`config.mk`:
```
export PLATFORM = sky130hd
export DESIGN_NAME = bis_blend
export DESIGN_NICKNAME = d
export VERILOG_FILES = /design/src/design/bis_pkg.sv /design/src/design/bis_blend.sv
export SDC_FILE = /design/constraint.sdc
export NUM_CORES = 2
export LEC_CHECK = 0
export ABC_AREA = 1
export BUFFER_PORTS_ARGS = -buffer_cell sky130_fd_sc_hd__buf_2
export CORE_MARGIN = 3
export CORE_UTILIZATION = 40
export CTS_BUF_LIST = sky130_fd_sc_hd__clkbuf_4 sky130_fd_sc_hd__clkbuf_8 sky130_fd_sc_hd__clkbuf_16
export DETAILED_ROUTE_END_ITERATION = 7
export HOLD_SLACK_MARGIN = 0.03
export PLACE_DENSITY_LB_ADDON = 0.08
export SYNTH_ARGS = -nofsm -noshare
export SYNTH_HDL_FRONTEND = slang
export SYNTH_SLANG_ARGS = --single-unit
```
`constraint.sdc`:
```
create_clock -name clock -period 11.8 [get_ports clock]
set_input_delay 1.18 -clock clock [delete_from_list [all_inputs] [get_ports clock]]
set_output_delay 1.18 -clock clock [all_outputs]
set_load 0.02 [all_outputs]
```
`src/design/bis_pkg.sv`:
```
`default_nettype none
package bis_pkg;

   localparam int COL_BITS       = 10;
   localparam int ROW_BITS       = 9;
   localparam int FRAC_BITS      = 8;
   localparam int PIXEL_BITS     = 8;
   localparam int VALUE_BITS     = 16;
   localparam int OUT_FRAC       = 8;
   localparam int OUT_SHIFT      = 2 * FRAC_BITS - OUT_FRAC;

   localparam int WIDTH_BITS     = 11;
   localparam int HEIGHT_BITS    = 10;
   localparam int CSR_DATA_BITS  = 11;
   localparam int CSR_INDEX_BITS = 1;

   localparam int QX_BITS        = COL_BITS + FRAC_BITS;
   localparam int QY_BITS        = ROW_BITS + FRAC_BITS;

   localparam int WEIGHT_BITS    = FRAC_BITS + 1;
   localparam int WPROD_BITS     = 2 * FRAC_BITS + 1;
   localparam int TERM_BITS      = WPROD_BITS + PIXEL_BITS;
   localparam int ACC_BITS       = TERM_BITS + 2;

   localparam int BANK_COL_BITS  = COL_BITS - 1;
   localparam int BANK_ROW_BITS  = ROW_BITS - 1;
   localparam int BANK_ADDR_BITS = BANK_COL_BITS + BANK_ROW_BITS;
   localparam int BANK_DEPTH     = 1 << BANK_ADDR_BITS;
   localparam int NUM_BANKS      = 4;
   localparam int BANK_SEL_BITS  = 2;

   localparam logic [WIDTH_BITS-1:0]  MAX_COLS     = WIDTH_BITS'(1 << COL_BITS);
   localparam logic [HEIGHT_BITS-1:0] MAX_ROWS     = HEIGHT_BITS'(1 << ROW_BITS);
   localparam logic [WIDTH_BITS-1:0]  WIDTH_RESET  = 11'd640;
   localparam logic [HEIGHT_BITS-1:0] HEIGHT_RESET = 10'd480;
   localparam logic [WEIGHT_BITS-1:0] WEIGHT_ONE   = WEIGHT_BITS'(1 << FRAC_BITS);

   localparam logic [CSR_INDEX_BITS-1:0] CSR_IMAGE_WIDTH  = 1'b0;
   localparam logic [CSR_INDEX_BITS-1:0] CSR_IMAGE_HEIGHT = 1'b1;

   localparam logic CMD_LOAD  = 1'b0;
   localparam logic CMD_QUERY = 1'b1;

   typedef struct packed {
      logic                  cmd;
      logic [COL_BITS-1:0]   load_col;
      logic [ROW_BITS-1:0]   load_row;
      logic [PIXEL_BITS-1:0] pixel_value;
      logic [QX_BITS-1:0]    query_x;
      logic [QY_BITS-1:0]    query_y;
   } req_type;

   typedef struct packed {
      logic [VALUE_BITS-1:0] interp_value;
      logic                  out_of_range;
   } rsp_type;

   typedef struct packed {
      logic [PIXEL_BITS-1:0] p00;
      logic [PIXEL_BITS-1:0] p10;
      logic [PIXEL_BITS-1:0] p01;
      logic [PIXEL_BITS-1:0] p11;
   } quad_type;

   typedef struct packed {
      logic                 valid;
      logic                 oor;
      logic [FRAC_BITS-1:0] wx1;
      logic [FRAC_BITS-1:0] wy1;
   } ctl_type;

endpackage
`default_nettype wire

```
`src/design/bis_blend.sv`:
```
`default_nettype none
module bis_blend (
   input  wire                clock,
   input  wire                reset,
   input  bis_pkg::ctl_type   ctl,
   input  bis_pkg::quad_type  quad,
   output logic               rsp_valid,
   output bis_pkg::rsp_type   rsp_data
);
   import bis_pkg::*;

   logic [WEIGHT_BITS-1:0]   wx0;
   logic [WEIGHT_BITS-1:0]   wx1;
   logic [WEIGHT_BITS-1:0]   wy0;
   logic [WEIGHT_BITS-1:0]   wy1;
   logic [2*WEIGHT_BITS-1:0] m00;
   logic [2*WEIGHT_BITS-1:0] m10;
   logic [2*WEIGHT_BITS-1:0] m01;
   logic [2*WEIGHT_BITS-1:0] m11;

   logic                     a_valid_ff;
   logic                     a_oor_ff;
   logic [WPROD_BITS-1:0]    a_w00_ff, a_w10_ff, a_w01_ff, a_w11_ff;
   quad_type                 a_pix_ff;

   logic                     b_valid_ff;
   logic                     b_oor_ff;
   logic [TERM_BITS-1:0]     b_t00_in, b_t10_in, b_t01_in, b_t11_in;
   logic [TERM_BITS-1:0]     b_t00_ff, b_t10_ff, b_t01_ff, b_t11_ff;

   logic [ACC_BITS-1:0]      acc;
   rsp_type                  rsp_data_in;
   rsp_type                  rsp_data_ff;
   logic                     rsp_valid_ff;

   assign wx1 = {1'b0, ctl.wx1};
   assign wy1 = {1'b0, ctl.wy1};
   assign wx0 = WEIGHT_ONE - wx1;
   assign wy0 = WEIGHT_ONE - wy1;
   assign m00 = wx0 * wy0;
   assign m10 = wx1 * wy0;
   assign m01 = wx0 * wy1;
   assign m11 = wx1 * wy1;

   always_ff @(posedge clock) begin
      a_w00_ff <= m00[WPROD_BITS-1:0];
      a_w10_ff <= m10[WPROD_BITS-1:0];
      a_w01_ff <= m01[WPROD_BITS-1:0];
      a_w11_ff <= m11[WPROD_BITS-1:0];
      a_pix_ff <= quad;
      a_oor_ff <= ctl.oor;
   end

   assign b_t00_in = TERM_BITS'(a_w00_ff) * TERM_BITS'(a_pix_ff.p00);
   assign b_t10_in = TERM_BITS'(a_w10_ff) * TERM_BITS'(a_pix_ff.p10);
   assign b_t01_in = TERM_BITS'(a_w01_ff) * TERM_BITS'(a_pix_ff.p01);
   assign b_t11_in = TERM_BITS'(a_w11_ff) * TERM_BITS'(a_pix_ff.p11);

   always_ff @(posedge clock) begin
      b_t00_ff <= b_t00_in;
      b_t10_ff <= b_t10_in;
      b_t01_ff <= b_t01_in;
      b_t11_ff <= b_t11_in;
      b_oor_ff <= a_oor_ff;
   end

   always_comb begin
      acc = ACC_BITS'(b_t00_ff) + ACC_BITS'(b_t10_ff)
          + ACC_BITS'(b_t01_ff) + ACC_BITS'(b_t11_ff);
      rsp_data_in.out_of_range = b_oor_ff;
      rsp_data_in.interp_value = b_oor_ff ? '0 : acc[OUT_SHIFT +: VALUE_BITS];
   end

   always_ff @(posedge clock) begin
      rsp_data_ff <= rsp_data_in;
   end

   always_ff @(posedge clock) begin
      if (reset) begin
         a_valid_ff   <= 1'b0;
         b_valid_ff   <= 1'b0;
         rsp_valid_ff <= 1'b0;
      end else begin
         a_valid_ff   <= ctl.valid;
         b_valid_ff   <= a_valid_ff;
         rsp_valid_ff <= b_valid_ff;
      end
   end

   assign rsp_valid = rsp_valid_ff;
   assign rsp_data  = rsp_data_ff;

endmodule
`default_nettype wire

```
== Word-level counts from Yosys, hierarchy flattened ==
Cells that the tools add are included.

* Input port bits: 52
* Register bits after elaboration: 217
* Output and inout port bits: 18
* Logic and storage cells: 32

* Add/subtract/negate cells: 5
* Multipliers: 8

{| class="wikitable"
|+ Operators by type and width
! operator !! count
|-
| adder 24 bit || 3
|-
| multiplier 17 x 8 -> 24 bit || 3
|-
| multiplier 16 x 8 -> 24 bit || 1
|-
| subtractor 9 x 8 -> 9 bit, first input constant || 2
|-
| multiplier 8 x 9 -> 17 bit || 1
|-
| multiplier 9 x 8 -> 17 bit || 1
|-
| multiplier 9 x 9 -> 17 bit || 1
|-
| multiplier 8 x 8 -> 16 bit || 1
|}

== Logic depth before layout (Yosys ltp) ==
* Depth in word-level cells: 3
* Mapped depth: 26
* Mapped depth without buffers: 25

== Least setup slack after synthesis ==
Ideal clock, no wire load.

* Kind: input to register
* From: in ctl[8] (netlist name)
* To: reg a_w00_ff[15]
* Setup slack: 6.256 ns
* Path buffers: 0
* Data arrival time: 5.418 ns
* Setup time: 0.127 ns
* Data required time: 11.673 ns
* Stages: 22
* Path through: inv_1 -> ha_1 -> nand2_1 -> nor2_1 -> nand4_1 -> nor2_2 -> inv_1 -> nor2_1 -> inv_1 -> fa_1 -> inv_1 -> fa_1 -> fa_1 -> inv_1 -> fa_1 -> inv_1 -> ha_1 -> a21oi_1 -> o21ai_0 -> a21oi_1 -> o21ai_0 -> xor2_1

* Longest elaborated chain between the ends: 2

{| class="wikitable"
|+ Ends and longest elaborated chain
! what !! line !! source
|-
| start: declaration || bis_blend.sv:5 || <nowiki>input bis_pkg::ctl_type ctl,</nowiki>
|-
| subtractor 9 x 8 -> 9 bit || bis_blend.sv:38 || <nowiki>assign wx0 = WEIGHT_ONE - wx1;</nowiki>
|-
| multiplier 9 x 9 -> 17 bit || bis_blend.sv:40 || <nowiki>assign m00 = wx0 * wy0;</nowiki>
|-
| named net m00[15] || bis_blend.sv:16 || <nowiki>logic [2*WEIGHT_BITS-1:0] m00;</nowiki>
|-
| end signal: assignment || bis_blend.sv:46 || <nowiki>a_w00_ff <= m00[WPROD_BITS-1:0];</nowiki>
|-
| end: declaration || bis_blend.sv:23 || <nowiki>logic [WPROD_BITS-1:0] a_w00_ff, a_w10_ff, a_w01_ff, a_w11_ff;</nowiki>
|}

The timed path passes the listed nets, and every way through them passes these cells.
A chain may end at the register's enable or synchronous reset.

== Worst setup path after layout ==
Ends and elaborated chain as after synthesis.

==> flow_summary.toml <==
[clock_tree]
cts_resized = 0
cts_setup_buffers = 0
clk_latency_ns = 0.60
cts_root_buf = "clkbuf_16"
cts_tree = "done"
numCtsBuffers = 29
h-tree-depth = 1
ctsHoldBuffers = 0
cts.sink_count = 214
path_clk_slew_ns = 0.06
clk_path_buf_depth = 3

[drt]
viasPerCell = 4.73
post-route-drc-count = 0
firstDrtPassIters = 6
via_count = 25573
post_drt_wl_per_cell_microns = 16.6
ant_nets = 0
drt_iter0_drc = 1218
routed-wl-met2_mm = 43.0
wirelength_mm = 89.9
highest_layer = "met4"
wl_met1_mm = 41.4
met3_length_mm = 3.71

[floorplan]
die_area_sq_um = 87500
core-area_sq_um = 82600
dieHeight_microns = 296
start_util_pct = 40.7
io_pins = 70
die_x_microns = 296
rows = 105

[synth]
yosys.area_share.adder_pct = 46.4
synth_cells = 4371
synth_edf_count = 0
synth_mux_area_share_pct = 0
syn_nets = 5330
synth_area_sq_um = 33600
syn_avg_cell_area_sq_um = 7.69
synth_ff_type = "dfxtp_1"
synth_top_family_by_area = "adder cells"
synthSimpleGateAreaFrac_pct = 18.1
yosys.cell_types.count = 40
synth_top_area_cell = "fa_1"
ys_top_cells_by_area = "fa_1 34%, inv_1 13%, dfxtp_1 13%"
async_reset_ff_share_pct = 0
yosysTopAreaCellShare_pct = 33.7
ys_ff_latch = 214
synth_compound_area_share_pct = 4.83
ys_seq_area_share_pct = 12.7
synth_xor_area_share_pct = 3.20
yosysMostFrequentCell = "inv_1"
ys.warnings.count = 0
synth_commonest_cells = "1144 x inv_1, 1056 x nand2_1, 565 x fa_1, 342 x ha_1, 252 x nor2_1"

[critical_path]
critPathBufInv = 7
cp_slowest_stage_delay_ns = 0.55
crit_arrival_ns = 6.41
cp.required_ns = 12.28
critPathKind = "in2reg"
crit_path_end_kind = "register"
cp_common_cell = "inv_1"
path_delay_family = "adder cells"
cp-start-kind = "input pin"
crit_chain = "buf_2 > inv_1 > ha_1 > nand2_1 > nor2_1 > nand4_1 > nor2_2 > inv_1 > nor2_1 > inv_1 > fa_1 > inv_1 > fa_1 > fa_1 > inv_1 > fa_1 > inv_1 > ha_1 > a21oi_1 > o21ai_0 > a21oi_1 > o21ai_0 > xor2_1"
crit_fanout = 14
cpMaxStageDelayCell = "fa_1"

[timing]
slew_viol_final = 0
final-setup-viol-count = 0
final.setup_skew_ns = 0.0161
final.min_clock_period_ns = 5.93
hold_viol = 0
worst_hold_slack_ns = 0.335
tightestPinTransition_ns = 1.01
post-route-period-util_pct = 50.3
fin_setup_tns_ns = 0
fmax_ghz = 0.169
rsz0062_at_grt = "false"
setup_slack_ns = 5.87
slew_headroom_pct = 32.1

[job]
drv_cap = 0

[finish]
drive_gt1_share_pct = 3.67
design_area_sq_um = 35700
area_delta_synth_final_pct = 6.28
layout.nets = 5273
fill_cells = 8658

[grt]
grt_pass1_vias = 27279
grt_antenna_before_repair = 0
grt_max_degree = 33
grt_pass1_wl_mm = 148
grt-ovfl-total = 0
grt_usage_pct = 21.4

[placed_design]
place_worst_setup_slack_ns = 5.31
dp_hpwl_mm = 75.6
place_area_sq_um = 34700
gp_congestion = 0.880
numPortBuffers = 69

[run_status]
outcome = "complete, no violations"

[hold_path]
hold_path_class = "reg2reg"
[metrics by stage]
step / util, % / instances
after floorplan: - / 4371
final: 43.2 / 5408
after global routing: 43.2 / 5407
after global placement: 42.0 / 5353
after CTS: 43.2 / 5407
after detailed placement: 42.0 / 5353
[area by class of cell]
type | instances | area (sq um) | share of cell area, %
diodes | 1 | 2.50 | 0.00701
clock buffers | 32 | 748 | 2.09
clock inverters | 22 | 274 | 0.767
inverters | 1154 | 4330 | 12.1
multi-input cells | 2842 | 24400 | 68.2
flip-flops and latches | 214 | 4280 | 12.0
well taps | 1070 | 1340 | 3.75
repair buffers | 73 | 375 | 1.05
[worst paths after layout]
| kind | from | slack [ns] | cells after the start | endpoint |
|---|---|---|---|---|
| min reg2reg | a_oor_ff$_DFF_P_ | 0.34 | 0 | b_oor_ff$_DFF_P_ |
| max reg2reg | a_pix_ff[26]$_DFF_P_ | 6.92 | 14 | b_t00_ff[17]$_DFF_P_ |
| min | a_oor_ff$_DFF_P_ | 0.34 | 0 | b_oor_ff$_DFF_P_ |
| max | ctl[8] | 5.87 | 23 | a_w00_ff[15]$_DFF_P_ |
[registers in the layout, indices dropped and copies added (netlist names)]
register    flops
a_oor_ff        1
a_pix_ff       32
a_w11_ff       16
rsp_data       17
b_t00_ff       24
b_t10_ff       24
a_w10_ff       16
b_valid_ff      1
b_t11_ff       24
rsp_valid       1
a_w01_ff       16
a_valid_ff      1
b_t01_ff       24
a_w00_ff       16
b_oor_ff        1
[cell families after synthesis]
family                   Yosys count
AND/OR/NAND/NOR                 1521
buffers and inverters           1315
adder cells (fa/ha/maj)          907
AO/OA/AOI/OAI                    293
flip-flops                       214
XOR/XNOR                         121
[layout by cell type (no fill, tap or decap), types with 21 or more instances in the layout]
cell type and instances:
ha_1 342, inv_1 1144, nor2_1 252, a21o_1 21, fa_1 565, buf_2 69, xor2_1 74, a21oi_1 167
dfxtp_1 214, clkbuf_16 29, nor3_1 25, nand4_1 37, xnor2_1 45, nand2_1 1056, o21ai_0 63, nand3_1 120
[per-layer routing]
| metal | up-vias | track usage, % |
|---|---|---|
| met5 | - | 0 |
| met4 | 0 | 4.15 |
| met3 | 102 | 2.05 |
| met2 | 463 | 37.3 |
| met1 | 12370 | 29.1 |
| li1 | 12638 | - |
Power is not shown: default switching activity piles up to over one toggle a cycle in this logic, so the estimate is an artifact.
